File: src/eupi_pkg.sv
`default_nettype none

package eupi_pkg;

   // Field widths
   localparam int ENC_W      = 13;
   localparam int STICK_W    = 11;
   localparam int RATE_W     = 16;
   localparam int GAIN_W     = 16;
   localparam int LIM_W      = 16;
   localparam int SCALE_W    = 8;
   localparam int SPEED_W    = 17;
   localparam int COUNT_W    = 32;

   // Datapath widths: err fits 19 bits, products of a 16-bit gain stay within 36
   localparam int ERR_W      = 19;
   localparam int PROD_W     = 36;
   localparam int DPROD_W    = 33;
   localparam int SUM_W      = 38;
   localparam int FRAC_W     = 8;
   localparam int SAT_W      = LIM_W + FRAC_W + 1;

   // Configuration port
   localparam int CSR_IDX_W  = 3;
   localparam int CSR_DATA_W = 16;

   // Encoder geometry
   localparam int ENC_COUNTS = 8192;
   localparam int ENC_HALF   = ENC_COUNTS / 2;
   localparam logic signed [COUNT_W-1:0] ENC_COUNTS_S = COUNT_W'(ENC_COUNTS);
   localparam logic signed [COUNT_W-1:0] ENC_HALF_S   = COUNT_W'(ENC_HALF);

   // Bias for truncation toward zero of a negative Q.8 value
   localparam logic signed [SAT_W-1:0] ROUND_BIAS = SAT_W'((2 ** FRAC_W) - 1);

   typedef enum logic [CSR_IDX_W-1:0] {
      CSR_PROP_GAIN   = 3'd0,
      CSR_INTEG_GAIN  = 3'd1,
      CSR_DERIV_GAIN  = 3'd2,
      CSR_INTEG_LIMIT = 3'd3,
      CSR_OUT_LIMIT   = 3'd4,
      CSR_STICK_SCALE = 3'd5
   } csr_index_type;

   typedef struct packed {
      logic [GAIN_W-1:0]  prop_gain;
      logic [GAIN_W-1:0]  integ_gain;
      logic [GAIN_W-1:0]  deriv_gain;
      logic [LIM_W-1:0]   integ_limit;
      logic [LIM_W-1:0]   out_limit;
      logic [SCALE_W-1:0] stick_scale;
   } cfg_type;

   localparam cfg_type CFG_RESET = '{
      prop_gain:   GAIN_W'(256),
      integ_gain:  GAIN_W'(0),
      deriv_gain:  GAIN_W'(0),
      integ_limit: LIM_W'(8192),
      out_limit:   LIM_W'(16384),
      stick_scale: SCALE_W'(10)
   };

   // Stage advance strobes, one per pipeline stage after the input register
   typedef struct packed {
      logic go_b;
      logic go_c;
      logic go_d;
      logic go_e;
   } pipe_ctl_type;

   // Symmetric clamp of a Q.8 value to +/- lim (lim in integer units)
   function automatic logic signed [SAT_W-1:0] clamp_sym(
      input logic signed [SUM_W-1:0] v,
      input logic [LIM_W-1:0]        lim
   );
      logic signed [SUM_W-1:0] hi;
      logic signed [SUM_W-1:0] lo;
      logic signed [SUM_W-1:0] res;
      hi = $signed({{(SUM_W-LIM_W-FRAC_W){1'b0}}, lim, {FRAC_W{1'b0}}});
      lo = -hi;
      if (v > hi) begin
         res = hi;
      end else if (v < lo) begin
         res = lo;
      end else begin
         res = v;
      end
      return res[SAT_W-1:0];
   endfunction

endpackage

`default_nettype wire

File: src/eupi_channels.sv
`default_nettype none

// Request channel: one control tick
interface eupi_req_if;
   logic                                   valid;
   logic                                   ready;
   logic        [eupi_pkg::ENC_W-1:0]      encoder_pos;
   logic signed [eupi_pkg::STICK_W-1:0]    stick_value;
   logic signed [eupi_pkg::RATE_W-1:0]     rate_term;

   modport source (output valid, encoder_pos, stick_value, rate_term, input ready);
   modport sink   (input valid, encoder_pos, stick_value, rate_term, output ready);
endinterface

// Response channel: speed setpoint and multi-turn count
interface eupi_rsp_if;
   logic                                   valid;
   logic                                   ready;
   logic signed [eupi_pkg::SPEED_W-1:0]    speed_setpoint;
   logic signed [eupi_pkg::COUNT_W-1:0]    turn_count;

   modport source (output valid, speed_setpoint, turn_count, input ready);
   modport sink   (input valid, speed_setpoint, turn_count, output ready);
endinterface

`default_nettype wire

File: src/eupi_csr.sv
`default_nettype none

module eupi_csr (
   input  wire logic                              clock,
   input  wire logic                              reset,
   input  wire logic                              csr_we,
   input  wire logic [eupi_pkg::CSR_IDX_W-1:0]    csr_index,
   input  wire logic [eupi_pkg::CSR_DATA_W-1:0]   csr_wdata,
   output eupi_pkg::cfg_type                      cfg
);

   eupi_pkg::cfg_type cfg_ff;
   eupi_pkg::cfg_type cfg_in;

   // Register write decode; unknown indexes leave everything as it is
   always_comb begin
      cfg_in = cfg_ff;
      if (csr_we) begin
         case (eupi_pkg::csr_index_type'(csr_index))
            eupi_pkg::CSR_PROP_GAIN:   cfg_in.prop_gain   = csr_wdata;
            eupi_pkg::CSR_INTEG_GAIN:  cfg_in.integ_gain  = csr_wdata;
            eupi_pkg::CSR_DERIV_GAIN:  cfg_in.deriv_gain  = csr_wdata;
            eupi_pkg::CSR_INTEG_LIMIT: cfg_in.integ_limit = csr_wdata;
            eupi_pkg::CSR_OUT_LIMIT:   cfg_in.out_limit   = csr_wdata;
            eupi_pkg::CSR_STICK_SCALE: cfg_in.stick_scale = csr_wdata[eupi_pkg::SCALE_W-1:0];
            default: ;
         endcase
      end
   end

   always_ff @(posedge clock) begin
      if (reset) begin
         cfg_ff <= eupi_pkg::CFG_RESET;
      end else begin
         cfg_ff <= cfg_in;
      end
   end

   assign cfg = cfg_ff;

endmodule

`default_nettype wire

File: src/eupi_unwrap.sv
`default_nettype none

module eupi_unwrap (
   input  wire logic                                clock,
   input  wire logic                                reset,
   input  wire logic                                go,
   input  wire logic        [eupi_pkg::ENC_W-1:0]   encoder_pos,
   output logic signed      [eupi_pkg::COUNT_W-1:0] turn_count
);

   logic        [eupi_pkg::ENC_W-1:0]   last_ff;
   logic                                primed_ff;
   logic signed [eupi_pkg::COUNT_W-1:0] accum_ff;
   logic signed [eupi_pkg::COUNT_W-1:0] accum_in;
   logic signed [eupi_pkg::COUNT_W-1:0] diff;
   logic signed [eupi_pkg::COUNT_W-1:0] delta;

   // Step between readings, folded across the wrap; exactly half a turn counts as no move
   always_comb begin
      diff = $signed({{(eupi_pkg::COUNT_W-eupi_pkg::ENC_W){1'b0}}, encoder_pos})
           - $signed({{(eupi_pkg::COUNT_W-eupi_pkg::ENC_W){1'b0}}, last_ff});
      if (diff > eupi_pkg::ENC_HALF_S) begin
         delta = diff - eupi_pkg::ENC_COUNTS_S;
      end else if (diff == eupi_pkg::ENC_HALF_S) begin
         delta = '0;
      end else if (diff < -eupi_pkg::ENC_HALF_S) begin
         delta = diff + eupi_pkg::ENC_COUNTS_S;
      end else if (diff == -eupi_pkg::ENC_HALF_S) begin
         delta = '0;
      end else begin
         delta = diff;
      end
      // first reading after reset only primes the tracker
      accum_in = primed_ff ? (accum_ff + delta) : accum_ff;
   end

   always_ff @(posedge clock) begin
      if (reset) begin
         last_ff   <= '0;
         primed_ff <= 1'b0;
         accum_ff  <= '0;
      end else if (go) begin
         last_ff   <= encoder_pos;
         primed_ff <= 1'b1;
         accum_ff  <= accum_in;
      end
   end

   assign turn_count = accum_ff;

endmodule

`default_nettype wire

File: src/eupi_pid.sv
`default_nettype none

module eupi_pid (
   input  wire logic                                clock,
   input  wire logic                                reset,
   input  wire eupi_pkg::pipe_ctl_type              ctl,
   input  wire eupi_pkg::cfg_type                   cfg,
   input  wire logic signed [eupi_pkg::STICK_W-1:0] stick_value,
   input  wire logic signed [eupi_pkg::RATE_W-1:0]  rate_term,
   input  wire logic signed [eupi_pkg::COUNT_W-1:0] turn_count_b,
   output logic signed      [eupi_pkg::SPEED_W-1:0] speed_setpoint,
   output logic signed      [eupi_pkg::COUNT_W-1:0] turn_count
);

   // stage b
   logic signed [eupi_pkg::ERR_W:0]     err_full;
   logic signed [eupi_pkg::ERR_W-1:0]   err_in;
   logic signed [eupi_pkg::ERR_W-1:0]   err_ff;
   logic signed [eupi_pkg::RATE_W-1:0]  rate_ff;
   // stage c
   logic signed [eupi_pkg::PROD_W-1:0]  p_in;
   logic signed [eupi_pkg::PROD_W-1:0]  p_ff;
   logic signed [eupi_pkg::PROD_W-1:0]  ip_in;
   logic signed [eupi_pkg::PROD_W-1:0]  ip_ff;
   logic signed [eupi_pkg::DPROD_W-1:0] d_in;
   logic signed [eupi_pkg::DPROD_W-1:0] d_ff;
   logic signed [eupi_pkg::COUNT_W-1:0] tc_c_ff;
   // stage d
   logic signed [eupi_pkg::SUM_W-1:0]   pd_in;
   logic signed [eupi_pkg::SUM_W-1:0]   pd_ff;
   logic signed [eupi_pkg::SAT_W-1:0]   acc_in;
   logic signed [eupi_pkg::SAT_W-1:0]   acc_ff;
   logic signed [eupi_pkg::COUNT_W-1:0] tc_d_ff;
   // stage e
   logic signed [eupi_pkg::SUM_W-1:0]   total;
   logic signed [eupi_pkg::SAT_W-1:0]   sat;
   logic signed [eupi_pkg::SAT_W-1:0]   biased;
   logic signed [eupi_pkg::SPEED_W-1:0] speed_in;
   logic signed [eupi_pkg::SPEED_W-1:0] speed_ff;
   logic signed [eupi_pkg::COUNT_W-1:0] tc_e_ff;

   // Position error in counts
   assign err_full = stick_value * $signed({1'b0, cfg.stick_scale});
   assign err_in   = err_full[eupi_pkg::ERR_W-1:0];

   always_ff @(posedge clock) begin
      if (ctl.go_b) begin
         err_ff  <= err_in;
         rate_ff <= rate_term;
      end
   end

   // Gain products, each registered
   assign p_in  = $signed({1'b0, cfg.prop_gain}) * err_ff;
   assign ip_in = $signed({1'b0, cfg.integ_gain}) * err_ff;
   assign d_in  = $signed({1'b0, cfg.deriv_gain}) * rate_ff;

   always_ff @(posedge clock) begin
      if (ctl.go_c) begin
         p_ff    <= p_in;
         ip_ff   <= ip_in;
         d_ff    <= d_in;
         tc_c_ff <= turn_count_b;
      end
   end

   // Integrator update with clamp; P and D summed alongside
   assign acc_in = eupi_pkg::clamp_sym(eupi_pkg::SUM_W'(acc_ff) + eupi_pkg::SUM_W'(ip_ff),
                                       cfg.integ_limit);
   assign pd_in  = eupi_pkg::SUM_W'(p_ff) + eupi_pkg::SUM_W'(d_ff);

   always_ff @(posedge clock) begin
      if (reset) begin
         acc_ff <= '0;
      end else if (ctl.go_d) begin
         acc_ff <= acc_in;
      end
   end

   always_ff @(posedge clock) begin
      if (ctl.go_d) begin
         pd_ff   <= pd_in;
         tc_d_ff <= tc_c_ff;
      end
   end

   // Output saturation, then Q.8 to integer truncating toward zero
   assign total    = pd_ff + eupi_pkg::SUM_W'(acc_ff);
   assign sat      = eupi_pkg::clamp_sym(total, cfg.out_limit);
   assign biased   = sat + (sat[eupi_pkg::SAT_W-1] ? eupi_pkg::ROUND_BIAS : '0);
   assign speed_in = biased[eupi_pkg::SAT_W-1:eupi_pkg::FRAC_W];

   always_ff @(posedge clock) begin
      if (ctl.go_e) begin
         speed_ff <= speed_in;
         tc_e_ff  <= tc_d_ff;
      end
   end

   assign speed_setpoint = speed_ff;
   assign turn_count     = tc_e_ff;

endmodule

`default_nettype wire

File: src/encoder_unwrap_position_pi.sv
// Multi-turn encoder tracker with a positional PI(D) angle loop.
// Requests arrive on req_chan (valid/ready): a 13-bit encoder reading, the
// stick value and an external rate term. Each request gives exactly one
// response on rsp_chan (valid/ready): the saturated speed setpoint and the
// multi-turn count after this request's unwrap.
// Gains, limits and stick scale are written on the csr_ port (write enable,
// index, data); the user must write them only while no request is in
// flight; the block does not enforce this. Five-stage pipeline (a to e);
// one request per cycle while rsp_chan is ready, bounded by the integrator
// add-and-clamp feedback, which closes in a single stage.
// Reset (synchronous) loads the register defaults, clears the count, the
// integrator and all pipeline valids; the first request after reset only
// primes the encoder tracker but still produces a response.
// When rsp_chan stalls, the response is held in the output register, empty
// stages ahead of it keep filling and req_chan.ready drops only once every
// stage holds a request.
`default_nettype none

module encoder_unwrap_position_pi (
   input  wire logic                              clock,
   input  wire logic                              reset,
   eupi_req_if.sink                               req_chan,
   eupi_rsp_if.source                             rsp_chan,
   input  wire logic                              csr_we,
   input  wire logic [eupi_pkg::CSR_IDX_W-1:0]    csr_index,
   input  wire logic [eupi_pkg::CSR_DATA_W-1:0]   csr_wdata
);

   eupi_pkg::cfg_type                   cfg;
   eupi_pkg::pipe_ctl_type              ctl;

   logic a_valid_ff, b_valid_ff, c_valid_ff, d_valid_ff, e_valid_ff;
   logic a_valid_in, b_valid_in, c_valid_in, d_valid_in, e_valid_in;
   logic free_a, free_b, free_c, free_d, free_e;
   logic take;

   logic        [eupi_pkg::ENC_W-1:0]   enc_ff;
   logic signed [eupi_pkg::STICK_W-1:0] stick_ff;
   logic signed [eupi_pkg::RATE_W-1:0]  rate_ff;
   logic signed [eupi_pkg::COUNT_W-1:0] turn_count_b;

   // Stage advance: a stage moves on when the next one is empty or moving too
   always_comb begin
      free_e     = !e_valid_ff || rsp_chan.ready;
      ctl.go_e   = d_valid_ff && free_e;
      free_d     = !d_valid_ff || ctl.go_e;
      ctl.go_d   = c_valid_ff && free_d;
      free_c     = !c_valid_ff || ctl.go_d;
      ctl.go_c   = b_valid_ff && free_c;
      free_b     = !b_valid_ff || ctl.go_c;
      ctl.go_b   = a_valid_ff && free_b;
      free_a     = !a_valid_ff || ctl.go_b;
      take       = req_chan.valid && free_a;

      a_valid_in = take     || (a_valid_ff && !ctl.go_b);
      b_valid_in = ctl.go_b || (b_valid_ff && !ctl.go_c);
      c_valid_in = ctl.go_c || (c_valid_ff && !ctl.go_d);
      d_valid_in = ctl.go_d || (d_valid_ff && !ctl.go_e);
      e_valid_in = ctl.go_e || (e_valid_ff && !rsp_chan.ready);
   end

   always_ff @(posedge clock) begin
      if (reset) begin
         a_valid_ff <= 1'b0;
         b_valid_ff <= 1'b0;
         c_valid_ff <= 1'b0;
         d_valid_ff <= 1'b0;
         e_valid_ff <= 1'b0;
      end else begin
         a_valid_ff <= a_valid_in;
         b_valid_ff <= b_valid_in;
         c_valid_ff <= c_valid_in;
         d_valid_ff <= d_valid_in;
         e_valid_ff <= e_valid_in;
      end
   end

   // Input register
   always_ff @(posedge clock) begin
      if (take) begin
         enc_ff   <= req_chan.encoder_pos;
         stick_ff <= req_chan.stick_value;
         rate_ff  <= req_chan.rate_term;
      end
   end

   eupi_csr u_csr (
      .clock     (clock),
      .reset     (reset),
      .csr_we    (csr_we),
      .csr_index (csr_index),
      .csr_wdata (csr_wdata),
      .cfg       (cfg)
   );

   eupi_unwrap u_unwrap (
      .clock       (clock),
      .reset       (reset),
      .go          (ctl.go_b),
      .encoder_pos (enc_ff),
      .turn_count  (turn_count_b)
   );

   eupi_pid u_pid (
      .clock          (clock),
      .reset          (reset),
      .ctl            (ctl),
      .cfg            (cfg),
      .stick_value    (stick_ff),
      .rate_term      (rate_ff),
      .turn_count_b   (turn_count_b),
      .speed_setpoint (rsp_chan.speed_setpoint),
      .turn_count     (rsp_chan.turn_count)
   );

   assign req_chan.ready = free_a;
   assign rsp_chan.valid = e_valid_ff;

endmodule

`default_nettype wire
File: src/flat_wrapper.sv
// flat-port wrapper written by rule: the top's interface ports become plain ports
module encoder_unwrap_position_pi_flat 
  (clock, reset, csr_we, csr_index, csr_wdata, req_chan_valid, req_chan_encoder_pos, req_chan_stick_value, req_chan_rate_term, req_chan_ready, rsp_chan_valid, rsp_chan_speed_setpoint, rsp_chan_turn_count, rsp_chan_ready);
  eupi_req_if req_chan_i ();
  eupi_rsp_if rsp_chan_i ();
  input  wire logic clock;
  input  wire logic reset;
  input  wire logic csr_we;
  input  wire logic [eupi_pkg::CSR_IDX_W-1:0] csr_index;
  input  wire logic [eupi_pkg::CSR_DATA_W-1:0] csr_wdata;
  input wire logic [$bits(req_chan_i.valid)-1:0] req_chan_valid;
  input wire logic [$bits(req_chan_i.encoder_pos)-1:0] req_chan_encoder_pos;
  input wire logic [$bits(req_chan_i.stick_value)-1:0] req_chan_stick_value;
  input wire logic [$bits(req_chan_i.rate_term)-1:0] req_chan_rate_term;
  output wire logic [$bits(req_chan_i.ready)-1:0] req_chan_ready;
  output wire logic [$bits(rsp_chan_i.valid)-1:0] rsp_chan_valid;
  output wire logic [$bits(rsp_chan_i.speed_setpoint)-1:0] rsp_chan_speed_setpoint;
  output wire logic [$bits(rsp_chan_i.turn_count)-1:0] rsp_chan_turn_count;
  input wire logic [$bits(rsp_chan_i.ready)-1:0] rsp_chan_ready;
  assign req_chan_i.valid = req_chan_valid;
  assign req_chan_i.encoder_pos = req_chan_encoder_pos;
  assign req_chan_i.stick_value = req_chan_stick_value;
  assign req_chan_i.rate_term = req_chan_rate_term;
  assign req_chan_ready = req_chan_i.ready;
  assign rsp_chan_valid = rsp_chan_i.valid;
  assign rsp_chan_speed_setpoint = rsp_chan_i.speed_setpoint;
  assign rsp_chan_turn_count = rsp_chan_i.turn_count;
  assign rsp_chan_i.ready = rsp_chan_ready;
  encoder_unwrap_position_pi u_core (.clock(clock), .reset(reset), .req_chan(req_chan_i), .rsp_chan(rsp_chan_i), .csr_we(csr_we), .csr_index(csr_index), .csr_wdata(csr_wdata));
endmodule
File: config.mk
export PLATFORM = sky130hd
export DESIGN_NAME = encoder_unwrap_position_pi_flat
export DESIGN_NICKNAME = d
export VERILOG_FILES = /design/src/eupi_pkg.sv /design/src/eupi_channels.sv /design/src/eupi_csr.sv /design/src/eupi_unwrap.sv /design/src/eupi_pid.sv /design/src/encoder_unwrap_position_pi.sv /design/src/flat_wrapper.sv
export SDC_FILE = /design/constraint.sdc
export NUM_CORES = 2
export LEC_CHECK = 0
export ABC_CLOCK_PERIOD_IN_PS = 11900
export BUFFER_PORTS_ARGS = -buffer_cell sky130_fd_sc_hd__buf_2
export CORE_MARGIN = 3
export CORE_UTILIZATION = 45
export CTS_BUF_LIST = sky130_fd_sc_hd__clkbuf_8
export DETAILED_ROUTE_END_ITERATION = 6
export MAX_ROUTING_LAYER = met4
export PLACE_DENSITY_LB_ADDON = 0.08
export SYNTH_ARGS = -nofsm -noshare
export SYNTH_HDL_FRONTEND = slang
export SYNTH_SLANG_ARGS = --single-unit
File: constraint.sdc
create_clock -name clock -period 11.9 [get_ports clock]
set_clock_uncertainty 0.05 [all_clocks]
set_input_delay 1.785 -clock clock [delete_from_list [all_inputs] [get_ports clock]]
set_output_delay 1.785 -clock clock [all_outputs]
set_load 0.05 [all_outputs]
==> impl_metrics.toml <==
[status]
outcome = "completed"

[logic_synthesis]
post_synth_fa_ha_maj_area_fraction_pct = 40.9
synth-async-reset-ratio_pct = 0
yosys.area_share.simple_pct = 15.9
mappedNetlistNets = 8039
sequential_area_share_after_synthesis_pct = 21.5
synth_warnings = 0
synth_top_family_by_area = "adder cells"
mapped_avg_cell_area_um2 = 9.43
synth-edff-count = 330
synth_compound_gate_area_share_pct = 8.71
yosys.area.top_type_share_pct = 28.8
synth-seq-cells = 494
cells_taking_the_most_area_after_synthesis = "sky130_fd_sc_hd__fa_1, sky130_fd_sc_hd__edfxtp_1, sky130_fd_sc_hd__ha_1"
synth_flop_cell = "sky130_fd_sc_hd__edfxtp_1"
synth_cell_types = 96
proportion_of_synthesized_area_in_mux_cells_pct = 0.492
netlist_area_um2 = 61300
synth-xor-area-share_pct = 3.90
synthCells = 6502
yosys.area.top_type = "sky130_fd_sc_hd__fa_1"

[sta]
worst_pin_slew_ns = 1.18
number_of_hold_violations_in_the_final_report = 0
drv_slew = 0
rsz_0062_raised_after_global_routing = "false"
slew_headroom_pct = 20.9
final_cycle_share_pct = 70.4
fmax_mhz = 119
setup_slack_ns = 3.52
setup-tns-final_ns = 0
fin_crit_ns = 8.38
fin_worst_hold_slack_ns = 0.353
final_setup_viols = 0

[setup_path]
worstSetupEndpointType = "flip-flop"
timing.setup.critical_path_class = "reg2reg"
timing.critical_path.arrival_ns = 8.84
cp_max_fo = 26
cp_slowest_cell = "sky130_fd_sc_hd__ha_1"
cp-start-kind = "flip-flop"
cp_slowest_stage_delay_ns = 0.57
worst_ep_required_time_ns = 12.36

[placement]
port_buffers = 114
dp_slack_ns = 3.62
hpwlAfterDp_mm = 126
global_placer_s_final_weighted_congestion = 0.905

[route]
wirelength_mm = 163
detailroute.wirelength.met3_mm = 8.52
drtIter0Drc = 2523
routed_via_density = 5.24
post_drt_wl_per_cell_um = 19.5
drc = 0
drt_pass1_iterations = 5
dr_total_vias = 43800
wl_met2_mm = 75.5
drtAntennaViolNets = 0
highest_metal_layer_used_by_the_detailed_router = "met4"
met1Wirelength_mm = 76.1

[cells_and_area]
layout_commonest_cell = "sky130_fd_sc_hd__inv_1"
synthesis_to_layout_area_growth_pct = 6.90
post_route_cells_drive_above_1_share_pct = 5.43
most-common-layout-cells = "sky130_fd_sc_hd__inv_1, sky130_fd_sc_hd__nand2_1, sky130_fd_sc_hd__fa_1"
num-fill-cells = 12800
finalCoreUtilization_pct = 48.8
layout.nets = 8041

[floorplan]
dieHeight_um = 375
row_count = 134
die_x_um = 375
fp.dieArea_um2 = 141000
coreArea_um2 = 134000
ios = 115
initial_core_util_pct = 45.6

[global_route]
grt_overflow = 0
gr-usage-all-layers_pct = 24.5
antenna_found_initial = 15
via_count_of_the_first_global_routing_pass = 45700
grt_first_pass_wirelength_mm = 261
grt_start_max_net_pins = 64

[hold_path]
hp-class = "reg2reg"

[power]
total_leakage_power_uw = 0.0301
max-vdd-ir-drop_mv = 0.0825
power-per-cell-area_nw_per_um2 = 94.8

[clocking]
clock_h_tree_levels = 3
cts-root-buf = "sky130_fd_sc_hd__clkbuf_8"
clkSlewWorstSetupHoldPaths_ns = 0.07
tritoncts = "yes"
tritoncts_num_sinks = 494
cts_hold_repair.buffers = 0
clockBufferDepth = 3
number_of_instances_resized_during_post_cts_repair = 0
post_cts_buffers = 0
cts_buffers = 90
worst_skew_pair.late_latency_ns = 0.80

[job]
maxCapViolations = 0
==> metal layers <==
layer	up-vias	GRT usage [%]
met4	0	4.48
met5	-	-
met2	889	38.8
li1	20800	-
met3	178	3.85
met1	22000	33.6
==> worst paths after layout <==
kind	endpoint	cells past startpoint	startpoint	slack, ns
max	u_core.u_pid.speed_setpoint[16]	35	u_core.u_pid.acc_ff[24]	3.52
min	u_core.u_pid.rate_ff[15]	0	u_core.rate_ff[15]	0.35
max reg2reg	u_core.u_pid.speed_setpoint[16]	35	u_core.u_pid.acc_ff[24]	3.52
min reg2reg	u_core.u_pid.rate_ff[15]	0	u_core.rate_ff[15]	0.35
==> cells by family after synthesis <==
family,count (synthesis)
mux,28
fa+ha+maj,1473
flops,494
compound gates,846
buf+inv,1399
xor+xnor,273
simple gates,1989
==> critical path: cells and delay by family (launching register included) <==
family / cells / cell delay, ns
buf+inv: 1 / 0.24
xor+xnor: 2 / 0.32
flops: 1 / 0.29
fa+ha+maj: 3 / 1.20
simple gates: 17 / 3.07
compound gates: 11 / 2.62
mux: 1 / 0.28
==> power breakdown <==
group	total [uW]	internal [uW]	switching [uW]	leakage (uW)
registers	2050	1980	73.1	0.00442
clock network	1800	1000	798	0.00111
logic	2370	870	1490	0.0245
==> state kept, by name, indices dropped and copies added, names as in the netlist, 11 cells and up <==
signal,flops
u_core.enc_ff,13
u_core.rate_ff,16
u_core.stick_ff,11
u_core.u_csr.cfg,88
u_core.u_pid.acc_ff,25
u_core.u_pid.d_ff,33
u_core.u_pid.err_ff,19
u_core.u_pid.ip_ff,36
u_core.u_pid.p_ff,36
u_core.u_pid.pd_ff,37
u_core.u_pid.rate_ff,16
u_core.u_pid.speed_setpoint,17
u_core.u_pid.tc_c_ff,32
u_core.u_pid.tc_d_ff,32
u_core.u_pid.turn_count,32
u_core.u_unwrap.last_ff,13
u_core.u_unwrap.turn_count,32
==> cells in the mapped netlist, drive strengths merged (68+ instances only) <==
cell type / n
a21o: 84
a21oi: 334
and2: 460
clkbuf: 239
dfxtp: 164
edfxtp: 330
fa: 883
ha: 590
inv: 1146
nand2: 894
nand3: 68
nor2: 215
nor3: 70
o21ai: 165
xnor2: 212
==> through the flow <==
stage	total power, uW	std cells	instance area (um2)
2_1_floorplan	3700	6502	61300
3_3_place_gp	4450	8180	63500
3_5_place_dp	4470	8180	63500
4_1_cts	6310	8348	65500
5_1_grt	6670	8354	65500
6_report	6210	8356	65500
==> layout make-up <==
type	instances	area [um2]	share of cell area, %
Tap cell	1768	2210	3.38
Clock inverter	65	567	0.865
Antenna cell	8	20.0	0.0306
Multi-Input combinational cell	4609	42900	65.4
Inverter	1147	4310	6.57
Sequential cell	494	13200	20.1
Clock buffer	103	1420	2.16
Timing Repair Buffer	162	937	1.43
(Power assumes the default switching activity.)
